[src/rtl/core/tvps_pkg.sv]
package tvps_pkg;

  typedef enum logic [1:0] {
    ST_IDLE,
    ST_SCAN,
    ST_SHIFT,
    ST_DONE
  } state_e;

  localparam logic REQ_TICK = 1'b0;
  localparam logic REQ_ADD  = 1'b1;

  localparam int unsigned TIME_W  = 32;
  localparam int unsigned DUR_W   = 16;

  localparam logic [DUR_W-1:0] MAX_DURATION_RESET = 16'd300;

  typedef struct packed {
    logic [TIME_W-1:0] t_start;
    logic [TIME_W-1:0] t_end;
  } entry_t;

endpackage

[src/rtl/core/timed_valve_pump_scheduler.sv]
// Channel | Direction | Handshake               | Payload
// in      | input     | in_valid_i / in_stall_o  | req_type, now_time, level_ok, event_*
// out     | output    | out_valid_o / out_stall_i| valve_open, pump_on, watering, counts, flags
// cfg     | input     | cfg_valid_i / cfg_ready_o| cfg_data_i = max_duration_s
//
// Add items and ticks in watering go straight to ST_DONE, then back to ST_IDLE.
// A tick in standby reads one table entry a cycle and, if it takes an event with
// the level OK, compacts the entries behind that event.
// Reset clears mode, count, run state and max_duration_s to 300; table is not cleared.
// in_stall_o is high while an item is in work; a finished result waits in the
// output register, and the next item may be accepted meanwhile.
module timed_valve_pump_scheduler #(
  parameter int unsigned MAX_EVENTS = 16
) (
  input  logic                                clk_i,
  input  logic                                rst_ni,

  input  logic                                in_valid_i,
  output logic                                in_stall_o,
  input  logic                                req_type_i,
  input  logic [tvps_pkg::TIME_W-1:0]         now_time_i,
  input  logic                                level_ok_i,
  input  logic [tvps_pkg::TIME_W-1:0]         event_start_i,
  input  logic [tvps_pkg::TIME_W-1:0]         event_end_i,
  input  logic                                event_valid_i,

  output logic                                out_valid_o,
  input  logic                                out_stall_i,
  output logic                                valve_open_o,
  output logic                                pump_on_o,
  output logic                                watering_o,
  output logic [$clog2(MAX_EVENTS + 1)-1:0]   pending_count_o,
  output logic                                level_fault_o,
  output logic                                add_dropped_o,

  input  logic                                cfg_valid_i,
  output logic                                cfg_ready_o,
  input  logic [tvps_pkg::DUR_W-1:0]          cfg_data_i
);

  localparam int unsigned CNT_W = $clog2(MAX_EVENTS + 1);
  localparam int unsigned IDX_W = (MAX_EVENTS > 1) ? $clog2(MAX_EVENTS) : 1;
  localparam int unsigned TW    = tvps_pkg::TIME_W;
  localparam int unsigned DW    = tvps_pkg::DUR_W;

  tvps_pkg::state_e state_q, state_d;

  logic [CNT_W-1:0]     count_q, count_d;
  logic                 mode_q, mode_d;
  logic [TW-1:0]        started_q, started_d;
  logic [TW-1:0]        run_end_q, run_end_d;
  logic                 has_event_q, has_event_d;
  logic [DW-1:0]        max_q, max_d;

  logic [TW-1:0]        now_q, now_d;
  logic                 lvl_q, lvl_d;
  logic                 fault_q, fault_d;
  logic                 drop_q, drop_d;

  logic [CNT_W-1:0]     scan_q, scan_d;
  logic                 chk_valid_q, chk_valid_d;
  logic [CNT_W-1:0]     chk_idx_q, chk_idx_d;
  logic [CNT_W-1:0]     sh_q, sh_d;
  logic                 wr_pend_q, wr_pend_d;
  logic [CNT_W-1:0]     wr_idx_q, wr_idx_d;

  logic                 out_valid_q, out_valid_d;
  logic                 out_mode_q, out_mode_d;
  logic [CNT_W-1:0]     out_cnt_q, out_cnt_d;
  logic                 out_fault_q, out_fault_d;
  logic                 out_drop_q, out_drop_d;

  tvps_pkg::entry_t     mem [MAX_EVENTS];
  tvps_pkg::entry_t     rdata_q;
  logic                 mem_we;
  logic [IDX_W-1:0]     mem_waddr;
  tvps_pkg::entry_t     mem_wdata;
  logic [IDX_W-1:0]     mem_raddr;

  logic [TW:0]          limit;

  assign limit = {1'b0, started_q} + {{(TW + 1 - DW){1'b0}}, max_q};

  always_comb begin
    state_d     = state_q;
    count_d     = count_q;
    mode_d      = mode_q;
    started_d   = started_q;
    run_end_d   = run_end_q;
    has_event_d = has_event_q;
    max_d       = max_q;
    now_d       = now_q;
    lvl_d       = lvl_q;
    fault_d     = fault_q;
    drop_d      = drop_q;
    scan_d      = scan_q;
    chk_valid_d = chk_valid_q;
    chk_idx_d   = chk_idx_q;
    sh_d        = sh_q;
    wr_pend_d   = wr_pend_q;
    wr_idx_d    = wr_idx_q;
    out_mode_d  = out_mode_q;
    out_cnt_d   = out_cnt_q;
    out_fault_d = out_fault_q;
    out_drop_d  = out_drop_q;
    out_valid_d = out_valid_q && out_stall_i;
    mem_we      = 1'b0;
    mem_waddr   = '0;
    mem_wdata   = '0;
    mem_raddr   = '0;
    in_stall_o  = (state_q != tvps_pkg::ST_IDLE);
    cfg_ready_o = (state_q == tvps_pkg::ST_IDLE);

    if (cfg_valid_i && cfg_ready_o) begin
      max_d = cfg_data_i;
    end

    unique case (state_q)
      tvps_pkg::ST_IDLE: begin
        if (in_valid_i) begin
          now_d   = now_time_i;
          lvl_d   = level_ok_i;
          fault_d = 1'b0;
          drop_d  = 1'b0;
          if (req_type_i == tvps_pkg::REQ_ADD) begin
            if (event_valid_i) begin
              if (count_q < CNT_W'(MAX_EVENTS)) begin
                mem_we    = 1'b1;
                mem_waddr = count_q[IDX_W-1:0];
                mem_wdata = '{t_start: event_start_i, t_end: event_end_i};
                count_d   = count_q + CNT_W'(1);
              end else begin
                drop_d = 1'b1;
              end
            end
            state_d = tvps_pkg::ST_DONE;
          end else if (mode_q) begin
            if (limit <= {1'b0, now_time_i}) begin
              mode_d = 1'b0;
            end else if (has_event_q && (run_end_q <= now_time_i)) begin
              has_event_d = 1'b0;
              mode_d      = 1'b0;
            end
            state_d = tvps_pkg::ST_DONE;
          end else begin
            scan_d      = '0;
            chk_valid_d = 1'b0;
            state_d     = tvps_pkg::ST_SCAN;
          end
        end
      end

      tvps_pkg::ST_SCAN: begin
        chk_valid_d = 1'b0;
        if (scan_q < count_q) begin
          mem_raddr   = scan_q[IDX_W-1:0];
          scan_d      = scan_q + CNT_W'(1);
          chk_valid_d = 1'b1;
          chk_idx_d   = scan_q;
        end
        if (chk_valid_q && (rdata_q.t_start <= now_q)) begin
          run_end_d   = rdata_q.t_end;
          has_event_d = 1'b1;
          chk_valid_d = 1'b0;
          if (!lvl_q) begin
            fault_d = 1'b1;
            state_d = tvps_pkg::ST_DONE;
          end else begin
            mode_d    = 1'b1;
            started_d = now_q;
            sh_d      = chk_idx_q + CNT_W'(1);
            wr_pend_d = 1'b0;
            state_d   = tvps_pkg::ST_SHIFT;
          end
        end else if (scan_q >= count_q) begin
          state_d = tvps_pkg::ST_DONE;
        end
      end

      tvps_pkg::ST_SHIFT: begin
        wr_pend_d = 1'b0;
        if (sh_q < count_q) begin
          mem_raddr = sh_q[IDX_W-1:0];
          sh_d      = sh_q + CNT_W'(1);
          wr_pend_d = 1'b1;
          wr_idx_d  = sh_q - CNT_W'(1);
        end
        if (wr_pend_q) begin
          mem_we    = 1'b1;
          mem_waddr = wr_idx_q[IDX_W-1:0];
          mem_wdata = rdata_q;
        end
        if ((sh_q >= count_q) && !wr_pend_q) begin
          count_d = count_q - CNT_W'(1);
          state_d = tvps_pkg::ST_DONE;
        end
      end

      tvps_pkg::ST_DONE: begin
        if (!out_valid_q || !out_stall_i) begin
          out_valid_d = 1'b1;
          out_mode_d  = mode_q;
          out_cnt_d   = count_q;
          out_fault_d = fault_q;
          out_drop_d  = drop_q;
          state_d     = tvps_pkg::ST_IDLE;
        end
      end

      default: begin
        state_d = tvps_pkg::ST_IDLE;
      end
    endcase
  end

  always_ff @(posedge clk_i or negedge rst_ni) begin
    if (!rst_ni) begin
      state_q <= tvps_pkg::ST_IDLE;
    end else begin
      state_q <= state_d;
    end
  end

  always_ff @(posedge clk_i or negedge rst_ni) begin
    if (!rst_ni) begin
      count_q     <= '0;
      mode_q      <= 1'b0;
      started_q   <= '0;
      run_end_q   <= '0;
      has_event_q <= 1'b0;
      max_q       <= tvps_pkg::MAX_DURATION_RESET;
      chk_valid_q <= 1'b0;
      wr_pend_q   <= 1'b0;
      out_valid_q <= 1'b0;
    end else begin
      count_q     <= count_d;
      mode_q      <= mode_d;
      started_q   <= started_d;
      run_end_q   <= run_end_d;
      has_event_q <= has_event_d;
      max_q       <= max_d;
      chk_valid_q <= chk_valid_d;
      wr_pend_q   <= wr_pend_d;
      out_valid_q <= out_valid_d;
    end
  end

  always_ff @(posedge clk_i) begin
    now_q       <= now_d;
    lvl_q       <= lvl_d;
    fault_q     <= fault_d;
    drop_q      <= drop_d;
    scan_q      <= scan_d;
    chk_idx_q   <= chk_idx_d;
    sh_q        <= sh_d;
    wr_idx_q    <= wr_idx_d;
    out_mode_q  <= out_mode_d;
    out_cnt_q   <= out_cnt_d;
    out_fault_q <= out_fault_d;
    out_drop_q  <= out_drop_d;
  end

  // event table, one write and one registered read per cycle
  always_ff @(posedge clk_i) begin
    if (mem_we) begin
      mem[mem_waddr] <= mem_wdata;
    end
    rdata_q <= mem[mem_raddr];
  end

  assign out_valid_o     = out_valid_q;
  assign valve_open_o    = out_mode_q;
  assign pump_on_o       = out_mode_q;
  assign watering_o      = out_mode_q;
  assign pending_count_o = out_cnt_q;
  assign level_fault_o   = out_fault_q;
  assign add_dropped_o   = out_drop_q;

  a_count_bound: assert property (@(posedge clk_i) disable iff (!rst_ni)
    count_q <= CNT_W'(MAX_EVENTS))
    else $error("pending count above table depth");

  a_run_start: assert property (@(posedge clk_i) disable iff (!rst_ni)
    $rose(mode_q) |-> $past(state_q) == tvps_pkg::ST_SCAN)
    else $error("watering entered outside table scan");

  a_count_dec: assert property (@(posedge clk_i) disable iff (!rst_ni)
    (count_q < $past(count_q)) |-> $past(state_q) == tvps_pkg::ST_SHIFT)
    else $error("pending count dropped outside compaction");

  a_out_load: assert property (@(posedge clk_i) disable iff (!rst_ni)
    $rose(out_valid_q) |-> $past(state_q) == tvps_pkg::ST_DONE)
    else $error("result transaction raised without finished item");

  a_shift_wr: assert property (@(posedge clk_i) disable iff (!rst_ni)
    (state_q == tvps_pkg::ST_SHIFT && wr_pend_q) |->
      ({1'b0, wr_idx_q} + (CNT_W + 1)'(1) < {1'b0, count_q}))
    else $error("compaction write outside live entries");

endmodule

[config.mk]
export PLATFORM = sky130hd
export DESIGN_NAME = timed_valve_pump_scheduler
export DESIGN_NICKNAME = d
export VERILOG_FILES = /design/src/rtl/core/tvps_pkg.sv /design/src/rtl/core/timed_valve_pump_scheduler.sv
export SDC_FILE = /design/constraint.sdc
export NUM_CORES = 1
export LEC_CHECK = 0
export BUFFER_PORTS_ARGS = -buffer_cell sky130_fd_sc_hd__buf_2
export CAP_MARGIN = 20
export CORE_MARGIN = 8
export CORE_UTILIZATION = 43
export CTS_BUF_LIST = sky130_fd_sc_hd__clkbuf_2
export DETAILED_ROUTE_END_ITERATION = 10
export HOLD_SLACK_MARGIN = 0.06
export PLACE_DENSITY = 0.73
export REMOVE_ABC_BUFFERS = 1
export SYNTH_ARGS = -nofsm -noshare
export SYNTH_HDL_FRONTEND = slang
export SYNTH_SLANG_ARGS = --single-unit
[constraint.sdc]
create_clock -name clk_i -period 4.9 [get_ports clk_i]
set_input_delay 0.735 -clock clk_i [delete_from_list [all_inputs] [get_ports clk_i]]
set_output_delay 0.735 -clock clk_i [all_outputs]
set_load 0.02 [all_outputs]
=== Word-level counts from Yosys, hierarchy flattened ===
Memories as Yosys holds them, arrays and structs flattened. A register that Yosys moved wholly into a read port is not among the register bits.
Index checks and enable logic that the tools add are counted.
W data, S select, Z words.

* Order comparisons: 8
* Reduce and logical (&&, ||, !) cells: 30
* Equal/unequal tests: 20
* Add/sub/neg operators: 7
* Muxes and demuxes: 79

{| class="wikitable"
|+ Operators by type and width
! kind !! count
|-
| $mux W64 || 5
|-
| $pmux W64 S2 || 1
|-
| $le A32 B32 Y1 || 2
|-
| $mux W5 || 12
|-
| $mux W1 || 35
|-
| $add A32 B16 Y33 || 1
|-
| $le A33 B32 Y1 || 1
|-
| $pmux W5 S2 || 3
|-
| $mux W4 || 7
|-
| $ne A2 B2 Y1 const B || 13
|-
| $add A5 B1 Y5 const B || 4
|-
| $pmux W4 S2 || 2
|-
| $reduce_and A4 Y1 || 4
|-
| $mux W2 || 7
|-
| $pmux W1 S2 || 6
|-
| $reduce_and A2 Y1 || 6
|-
| $ge A5 B5 Y1 || 2
|-
| $lt A5 B5 Y1 || 2
|-
| $reduce_and A5 Y1 || 2
|-
| $pmux W2 S4 || 1
|-
| $reduce_bool A2 Y1 || 4
|-
| $reduce_and A7 Y1 || 1
|-
| $ne A2 B1 Y1 const B || 3
|-
| $reduce_and A3 Y1 || 2
|-
| 11 further kinds || 18
|}

* Memories kept: 1
* Word-level logic and storage cells: 167
* Bits in registers: 154
* Input bits: 120
* RAM bits: 1024

{| class="wikitable"
|+ Memory list
! memory !! depth !! bits a word !! read ports !! clocked after memory_dff !! write ports !! line !! source
|-
| mem || 16 || 64 || 1 || 1 || 1 || timed_valve_pump_scheduler.sv:73 || <nowiki>tvps_pkg::entry_t mem [MAX_EVENTS];</nowiki>
|}

=== Depth between registers and ports, before layout ===
Gate-level depths: netlist of run 1.

* Word-level depth: 8
* Gate-level depth with buffers: 20

=== Worst setup path before layout of run 1 ===
OpenSTA, ideal clock, no wires.

* Kind: flip-flop to flip-flop
* From: register state_q[0]
* To: memory mem[6][0] in the netlist's numbering, enable pin
* Data arrival time: 4.700 ns
* Path slack: -0.286 ns
* Data required time: 4.414 ns
* Library setup time: 0.486 ns
* Stages on the path, launching flop included: 10
* Period minus slack after synthesis: 5.186 ns
* Path through: dfrtp_1 inv_1 ha_1 clkbuf_1 nand2_1 nor3_1 clkbuf_1 nand3_1 a22o_1 nor2_1

* Word-level cells in the longest chain between the ends: 4

{| class="wikitable"
|+ Ends and longest elaborated chain
! item !! line !! source
|-
| start: declaration || timed_valve_pump_scheduler.sv:46 || <nowiki>tvps_pkg::state_e state_q, state_d;</nowiki>
|-
| start signal: assignment || timed_valve_pump_scheduler.sv:218 || <nowiki>state_q <= tvps_pkg::ST_IDLE;</nowiki>
|-
| start signal: assignment || timed_valve_pump_scheduler.sv:220 || <nowiki>state_q <= state_d;</nowiki>
|-
| $logic_not A2 Y1 * || n/a ||
|-
| net cfg_ready_o || timed_valve_pump_scheduler.sv:37 || <nowiki>output logic cfg_ready_o,</nowiki>
|-
| $pmux W1 S2 || timed_valve_pump_scheduler.sv:118 || <nowiki>unique case (state_q)</nowiki>
|-
| $mux W1 || timed_valve_pump_scheduler.sv:265 || <nowiki>if (mem_we) begin</nowiki>
|-
| $mux W1 (implied by the code) || timed_valve_pump_scheduler.sv:266 || <nowiki>mem[mem_waddr] <= mem_wdata;</nowiki>
|-
| end: declaration || timed_valve_pump_scheduler.sv:73 ||
|}

Mark *: on every way through the listed nets, which the timed path passes. The rest lies on a longest branch.

=== Worst setup path in the final report of run 1 ===
* From: register max_q[2]
* To: register mode_q

* Word-level cells in the longest chain between the ends: 7

{| class="wikitable"
|+ Ends and longest elaborated chain
! item !! line !! source
|-
| start: declaration || timed_valve_pump_scheduler.sv:53 || <nowiki>logic [DW-1:0] max_q, max_d;</nowiki>
|-
| start signal: assignment || timed_valve_pump_scheduler.sv:231 || <nowiki>max_q <= tvps_pkg::MAX_DURATION_RESET;</nowiki>
|-
| start signal: assignment || timed_valve_pump_scheduler.sv:241 || <nowiki>max_q <= max_d;</nowiki>
|-
| $add A32 B16 Y33 || timed_valve_pump_scheduler.sv:82 || <nowiki>assign limit = {1'b0, started_q} + {{(TW + 1 - DW){1'b0}}, max_q};</nowiki>
|-
| $le A33 B32 Y1 || timed_valve_pump_scheduler.sv:138 || <nowiki>if (limit <= {1'b0, now_time_i}) begin</nowiki>
|-
| $mux W1 || timed_valve_pump_scheduler.sv:138 ||
|-
| $mux W1 || timed_valve_pump_scheduler.sv:137 || <nowiki>end else if (mode_q) begin</nowiki>
|-
| $mux W1 || timed_valve_pump_scheduler.sv:125 || <nowiki>if (req_type_i == tvps_pkg::REQ_ADD) begin</nowiki>
|-
| $mux W1 || timed_valve_pump_scheduler.sv:120 || <nowiki>if (in_valid_i) begin</nowiki>
|-
| $pmux W1 S2 || timed_valve_pump_scheduler.sv:118 ||
|-
| end signal: assignment || timed_valve_pump_scheduler.sv:237 || <nowiki>mode_q <= mode_d;</nowiki>
|-
| end: declaration || timed_valve_pump_scheduler.sv:49 || <nowiki>logic mode_q, mode_d;</nowiki>
|}

Every way passes these cells. The select of a mux whose other input is x is not followed.
A chain may end at the register's enable or synchronous reset.

==> run summary, run 1 <==
outcome = complete, no violations
Switch Pwr = 14.0 mW
RSZ-0062 raised after global routing = false
kind of critical path = reg -> reg
Seq pwr share = 40.4%
row cnt = 129
clock slew at reported path FFs = 0.12 ns
CP Capture Point = mode_q
Clk pwr share = 20.1%
cell taking the most area after synthesis = edfxtp_1
Worst Path Required = 6.36 ns
Final #Nets = 4461
maximum clock path buffer count = 4
first-pass GRT wire length = 245000 µm
drt wl/cell = 27.6 µm
fin area = 60800 µm²
Die Footprint = 136000 µm²
Antenna Nets Post-Route = 0
I/O pins = 133
vias in the first global route = 37.0k
min-delay worst type = in -> reg
total grt overflow = 0
Worst slew margin = 22.6%
Worst Setup SP = max_q[2]
Critical Path End Type = flop
crit path time final = 4.61 ns
CP Cell Sequence = ha_1 > o21ai_0 > o21a_1 > nor3_1 > a21oi_1 > o311ai_1 > nand3_1 > nor2_1 > xor2_1 > ha_1 > nand4_1 > nor2_1 > a221o_1 > o31a_1 > o21ai_0 > a22oi_1 > a211o_1
number of synthesized flops with an enable pin = 1086
pwr/cell area = 565 nW/µm²
final wirelength = 168000 µm
Fmax = 217 MHz
growth of design area from synthesis to finish = 14.0%
Largest delay share family, worst path = compound AO/OA/AOI/OAI gates
via/cell ratio = 6.26
die width = 368 µm
total iterations of the first detailed-routing run = 6
initial antenna violation count = 9
CP peak stage delay = 0.58 ns
Max Slew Vio Count = 0
distinct cell type count after synthesis = 78
R2R cell count = 17
core footprint = 123000 µm²
DP Cell Count = 5342
placed inst area = 56100 µm²
DRC errors left = 0
CTS tree = built
WP buf/inv = 0
Critical Path AT = 6.07 ns
fin cells = 6093
Setup Skew = 0.216 ns
yosys warns = 0
register bit total from synthesis = 1242
# setup viols final = 0
detailed router's first-iteration violation count = 4922
post-synth top area share = 61.2%
chip height = 368 µm
met3 usage = 7.91%
combinational power share = 39.5%
hpwl dp = 87200 µm
Mapped Avg Cell Area = 14.1 µm²
CP max FO = 7
largest net degree at the start of global routing = 129
initial core utilization = 43.2%
R2R setup slack = 0.29 ns
worst-margin pin slew = 1.16 ns
CTS Root Cell = clkbuf_2
gr usage total = 23.8%
Pleak = 21.8 nW
CTS Buf Count = 318
prevailing post-synth register cell = edfxtp_1
WP depth = 17
DR vias = 38.2k
met2 usage = 35.7%
max cap viols = 0
Gate Count Post-Synth = 3787
synth top area cells = edfxtp_1 61%, dfrtp_1 4.1%, mux2_2 3.7%, ha_1 3.1%, nand3_1 2.7%
count leader, synth = edfxtp_1
Cell Int Power = 20.3 mW
sequential fraction of the synthesis area = 67.9%
period utilization = 94.1%
Mapped Area = 53300 µm²
busiest grt layer = met2
worst-skew pair later-pin latency = 1.57 ns
Hold Fails Final Rpt = 0
layout cell share with drive strength beyond 1 = 21.5%
commonest cells in the netlist = 1086 x edfxtp_1, 292 x nand3_1, 292 x o21ai_0
Clock Sinks = 1242
Startpoint Class = flop
Max H-tree Level = 5
met1 Use GR = 32.5%
routability cong. = 0.918
capturing point of the worst reg2reg path = mode_q
slowest CP cell = o311ai_1
I/O Buffers = 132
Max rail drop VDD = 0.000615 V
Post-synth ARST share = 7.41%
reg2reg start = max_q[2]
Sw Share = 40.8%
[layer usage]
layer	wire [µm]	vias to the layer above	share of wire, %
li1	-	16122	-
met1	64800	18791	39
met2	73900	2889	44
met3	23800	368	14
met4	5380	2	3.2
met5	13	-	0.0077
[power groups by stage]
| stage | registers (mW) | clock network (mW) | logic [mW] |
|---|---|---|---|
| after floorplan | 13.6 | 0 | 8.72 |
| after global placement | 14.0 | 0 | 12.6 |
| after detailed placement | 14.1 | 0 | 12.9 |
| after CTS | 13.8 | 6.98 | 13.2 |
| after global routing | 13.9 | 7.54 | 14.5 |
| final | 13.9 | 6.90 | 13.5 |
[logic make-up (layout without fill, tap and decap cells)]
logic type,after synthesis,in the layout,synth area share (%)
compound gates,1005,1005,13.2
xor+xnor,40,40,0.657
fa+ha+maj,134,134,3.17
buf+inv,391,1050,3.02
flops,1242,1242,67.9
mux,213,213,4.66
other cells,0,10,0
simple gates,762,762,7.45
[placed cells by master, fill, tap and decap left out, types with 17 or more instances in the layout]
master         count
edfxtp_1        1086
clkbuf_2         481
o21ai_0          291
nand3_1          289
dlygate4sd3_1    180
mux2_2           173
nor3_1           147
buf_2            132
ha_1             131
o211ai_1         130
a211oi_1         129
or3_1            129
o2111ai_1        127
inv_1             95
dfrtp_1           88
a21o_1            77
a22o_1            66
o221ai_1          65
dfxtp_1           64
a21oi_1           62
clkinv_1          59
nand2_1           57
nor2_1            45
buf_4             41
buf_12            38
mux2_4            26
xnor2_1           24
nand4_1           21
nor2_4            17
[worst reg2reg max path: stages, from the launching register on]
cell	delay (ns)
dfstp_2	0.54
ha_1	0.22
o21ai_0	0.14
o21a_1	0.21
nor3_1	0.20
a21oi_1	0.13
o311ai_1	0.58
nand3_1	0.38
nor2_1	0.21
xor2_1	0.16
ha_1	0.27
nand4_1	0.13
nor2_1	0.07
a221o_1	0.31
o31a_1	0.27
o21ai_0	0.22
a22oi_1	0.14
a211o_1	0.33
[registers in the layout, indices dropped and copies added, names as in the netlist]
| signal | cells |
|---|---|
| pending_count_o | 5 |
| pump_on_o | 1 |
| run_end_q | 32 |
| count_q | 5 |
| started_q | 32 |
| sh_q | 5 |
| max_q | 16 |
| add_dropped_o | 1 |
| has_event_q | 1 |
| drop_q | 1 |
| chk_valid_q | 1 |
| now_q | 32 |
| rdata_q | 64 |
| scan_q | 5 |
| mode_q | 1 |
| out_valid_o | 1 |
| level_fault_o | 1 |
| state_q | 2 |
| fault_q | 1 |
| wr_idx_q | 4 |
| wr_pend_q | 1 |
| lvl_q | 1 |
| mem | 1024 |
| chk_idx_q | 5 |
[worst min path at each step]
| stage | from | endpoint | cells after the start |
|---|---|---|---|
| 3_5_place_dp | fault_q | level_fault_o | 0 |
| 4_1_cts | event_start_i[0] | mem[5][32] | 5 |
| 6_report | cfg_valid_i | max_q[6] | 3 |
| 2_1_floorplan | drop_q | add_dropped_o | 0 |
| 3_3_place_gp | fault_q | level_fault_o | 0 |
| 5_1_grt | cfg_valid_i | max_q[13] | 3 |
[cell type report]
class	instances	area [µm²]
inverter	99	379
tap	1637	2050
fill	10517	62500
antenna	10	25.0
clock inverter	78	397
timing repair buffer	392	3560
sequential	1242	36200
clock buffer	481	2410
multi-input combinational	2154	15800
[what timing repair did]
item | 4_1_cts | 5_1_grt
resized for setup | 0 | 0
buffers inserted | 0 | 0
hold buffers | 180 | 1
hold endpoints to repair | 1224 | 2
[through the flow]
stage	utilization [%]	hold slack [ns]	setup slack, ns	total power, mW	setup TNS [ns]
floorplan	-	0.400	-20.59	22.3	-6099.25
finish	49.3	0.318	0.289	34.3	0
CTS	49.3	0.105	0.385	34.0	0
global placement	45.5	0.413	0.518	26.6	0
global route	49.3	0.188	0.0563	35.9	0
detailed placement	45.5	0.405	0.432	27.0	0
Power figures use the tool's default switching activity.
==> inputs of run 2 (changes only) <==
CORE_MARGIN = 1.5   (was 8)
PLACE_DENSITY = 0.7   (was 0.73)
clock period = 4.7 ns   (was 4.9 ns; I/O delays follow)
==> run 2 against run 1 <==
  * Maximum frequency grew 3.8%
  * Critical path depth shrank 5
  * Sequential power grew 4%
  * Critical path type unchanged
  * Largest cell class unchanged
  * Highest routed layer unchanged
==> run summary, run 2 (same netlist as run 1, synthesis figures left out) <==
crit path time final = 4.44 ns (was 4.61 ns)
worst-skew pair later-pin latency = 1.66 ns (was 1.57 ns)
commonest cells after routing, fill and taps aside = 1086 x edfxtp_1, 484 x clkbuf_2, 290 x o21ai_0 (was 1086 x edfxtp_1, 481 x clkbuf_2, 291 x o21ai_0)
gr usage total = 26.2% (was 23.8%)
outcome = complete, no violations (unchanged)
Pleak = 21.9 nW (was 21.8 nW)
fin area = 60900 µm² (was 60800 µm²)
detailed router's first-iteration violation count = 5025 (was 4922)
Power, Total = 36.2 mW (was 34.3 mW)
Setup Skew = 0.188 ns (was 0.216 ns)
number of fillers in the final layout = 10.6k (was 10.5k)
Hold WS = 0.214 ns (was 0.318 ns)
initial antenna violation count = 8 (was 9)
core footprint = 123000 µm² (unchanged)
pwr/cell area = 595 nW/µm² (was 565 nW/µm²)
drt wl/cell = 27.6 µm (about the same)
Antenna Nets Post-Route = 0 (unchanged)
die width = 355 µm (was 368 µm)
Fmax = 225 MHz (was 217 MHz)
TNS Setup = 0 ns (unchanged)
vias in the first global route = 36.9k (was 37.0k)
CP peak stage delay = 1.04 ns (was 0.58 ns)
Critical Path End Type = flop (unchanged)
Max rail drop VDD = 0.00101 V (was 0.000615 V)
WHS Path Cells = 5 (was 3)
Worst Path Required = 6.08 ns (was 6.36 ns)
Util after Layout = 49.4% (was 49.3%)
R2R setup slack = 0.26 ns (was 0.29 ns)
row cnt = 129 (unchanged)
CP max FO = 66 (was 7)
via/cell ratio = 6.29 (was 6.26)
CP Cell Sequence = inv_1 > ha_1 > a21oi_1 > and2_0 > nand3_4 > buf_4 > buf_4 > nand3_1 > nand3_1 > o2111ai_1 > a21o_1 > o221ai_1 (was ha_1 > o21ai_0 > o21a_1 > nor3_1 > a21oi_1 > o311ai_1 > nand3_1 > nor2_1 > xor2_1 > ha_1 > nand4_1 > nor2_1 > a221o_1 > o31a_1 > o21ai_0 > a22oi_1 > a211o_1)
Die Footprint = 126000 µm² (was 136000 µm²)
total grt overflow = 0 (unchanged)
WP buf/inv = 3 (was 0)
DRC errors left = 0 (unchanged)
min-delay worst type = in -> reg (unchanged)
Hold Fails Final Rpt = 0 (unchanged)
WP depth = 12 (was 17)
capturing point of the worst reg2reg path = rdata_q[57] (was mode_q)
Largest delay share family, worst path = buffers and inverters (was compound AO/OA/AOI/OAI gates)
largest reg by FF count = mem (unchanged)
placed inst area = 56200 µm² (was 56100 µm²)
period utilization = 94.5% (was 94.1%)
Critical Path AT = 5.82 ns (was 6.07 ns)
DR vias = 38.2k (about the same)
CP Capture Point = rdata_q[57] (was mode_q)
maximum clock path buffer count = 4 (unchanged)
Final #Nets = 4459 (was 4461)
worst-margin pin slew = 1.16 ns (about the same)
chip height = 355 µm (was 368 µm)
RSZ-0062 raised after global routing = false (unchanged)
CTS tree = built (unchanged)
post-CTS setup buffer count = 0 (unchanged)
slowest CP cell = buf_4 (was o311ai_1)
Worst slew margin = 22.4% (was 22.6%)
routability cong. = 0.914 (was 0.918)
growth of design area from synthesis to finish = 14.2% (was 14.0%)
kind of critical path = reg -> reg (unchanged)
Worst Setup SP = count_q[4] (was max_q[2])
CTS Buf Count = 313 (was 318)
layout cell share with drive strength beyond 1 = 22.0% (was 21.5%)
final wirelength = 168000 µm (about the same)
I/O Buffers = 132 (unchanged)
Max Slew Vio Count = 0 (unchanged)
hpwl dp = 88600 µm (was 87200 µm)
top flop regs = mem x1024, rdata_q x64 (unchanged)
R2R cell count = 12 (was 17)
Max H-tree Level = 5 (unchanged)
most common cell after layout, fill and taps aside = edfxtp_1 (unchanged)
Startpoint Class = flop (unchanged)
reg2reg start = count_q[4] (was max_q[2])
number of flip-flops in the largest register = 1024 (unchanged)
initial core utilization = 43.2% (unchanged)
first-pass GRT wire length = 245000 µm (about the same)
total iterations of the first detailed-routing run = 6 (unchanged)
max cap viols = 0 (unchanged)
# setup viols final = 0 (unchanged)
largest net degree at the start of global routing = 188 (was 129)
Clock Sinks = 1242 (unchanged)
CTS Root Cell = clkbuf_2 (unchanged)
clock slew at reported path FFs = 0.10 ns (was 0.12 ns)
I/O pins = 133 (unchanged)
run 2: changes by cell type in the layout (fill, tap and decap cells not counted), moves of 2 or more:
cell,previous run,this run
dlygate4sd3_1,180,172
clkinv_1,59,45
bufinv_16,3,8
clkbuf_2,481,484
buf_4,41,54
clkinv_2,7,5
inv_2,8,6
clkinvlp_4,3,1
run 2: worst min path at each step:
stage	from	endpoint	slack, ns
2_1_floorplan	drop_q	add_dropped_o	0.40
6_report	out_stall_i	state_q[0]	0.21
5_1_grt	out_stall_i	state_q[0]	0.11
3_5_place_dp	fault_q	level_fault_o	0.41
4_1_cts	cfg_valid_i	max_q[10]	0.07
3_3_place_gp	fault_q	level_fault_o	0.41
run 2: timing repair:
action / in CTS / in global routing
gates resized for setup: 0 / 6
hold endpoints to repair: 1220 / 0
hold buffers: 173 / 0
endpoints found under the setup margin: 0 / 1
run 2: cell type report:
type,count,area (µm²),share of cell area (%)
clock buffers,484,2420,3.98
diodes,9,22.5,0.0370
clock inverters,62,453,0.744
repair buffers,395,3550,5.83
multi-input cells,2154,15800,26.0
flip-flops and latches,1242,36200,59.5
well taps,1637,2050,3.36
inverters,99,379,0.623
run 2: worst register-to-register path: cells and delay by family (launching register included):
kind / cells / cell delay (ns)
compound gates: 4 / 0.60
fa+ha+maj: 1 / 0.33
buf+inv: 3 / 2.06
flops: 1 / 0.47
simple gates: 4 / 0.86
run 2: per-layer routing:
layer  share of wire, %  global-route usage (%)  vias to the layer above
met3                 12                    6.22                      392
met1                 40                    36.4                    18984
met2                 45                    39.4                     2718
met4                3.8                    11.1                        6
li1                   -                       -                    16129
met5              0.047                       0                        -
run 2: stage by stage:
step	setup WS, ns	cells
detailed placement	0.227	5354
CTS	0.174	6073
finish	0.257	6082
global route	0.00288	6081
global placement	0.310	5354
floorplan	-20.79	3495
run 2: where the power goes:
part           switching [mW]  internal (mW)  leakage [nW]  total, mW
combinational            9.38           4.95          7.80       14.3
sequential              0.978           13.4          11.8       14.4
clock                    4.32           3.13          2.23       7.46
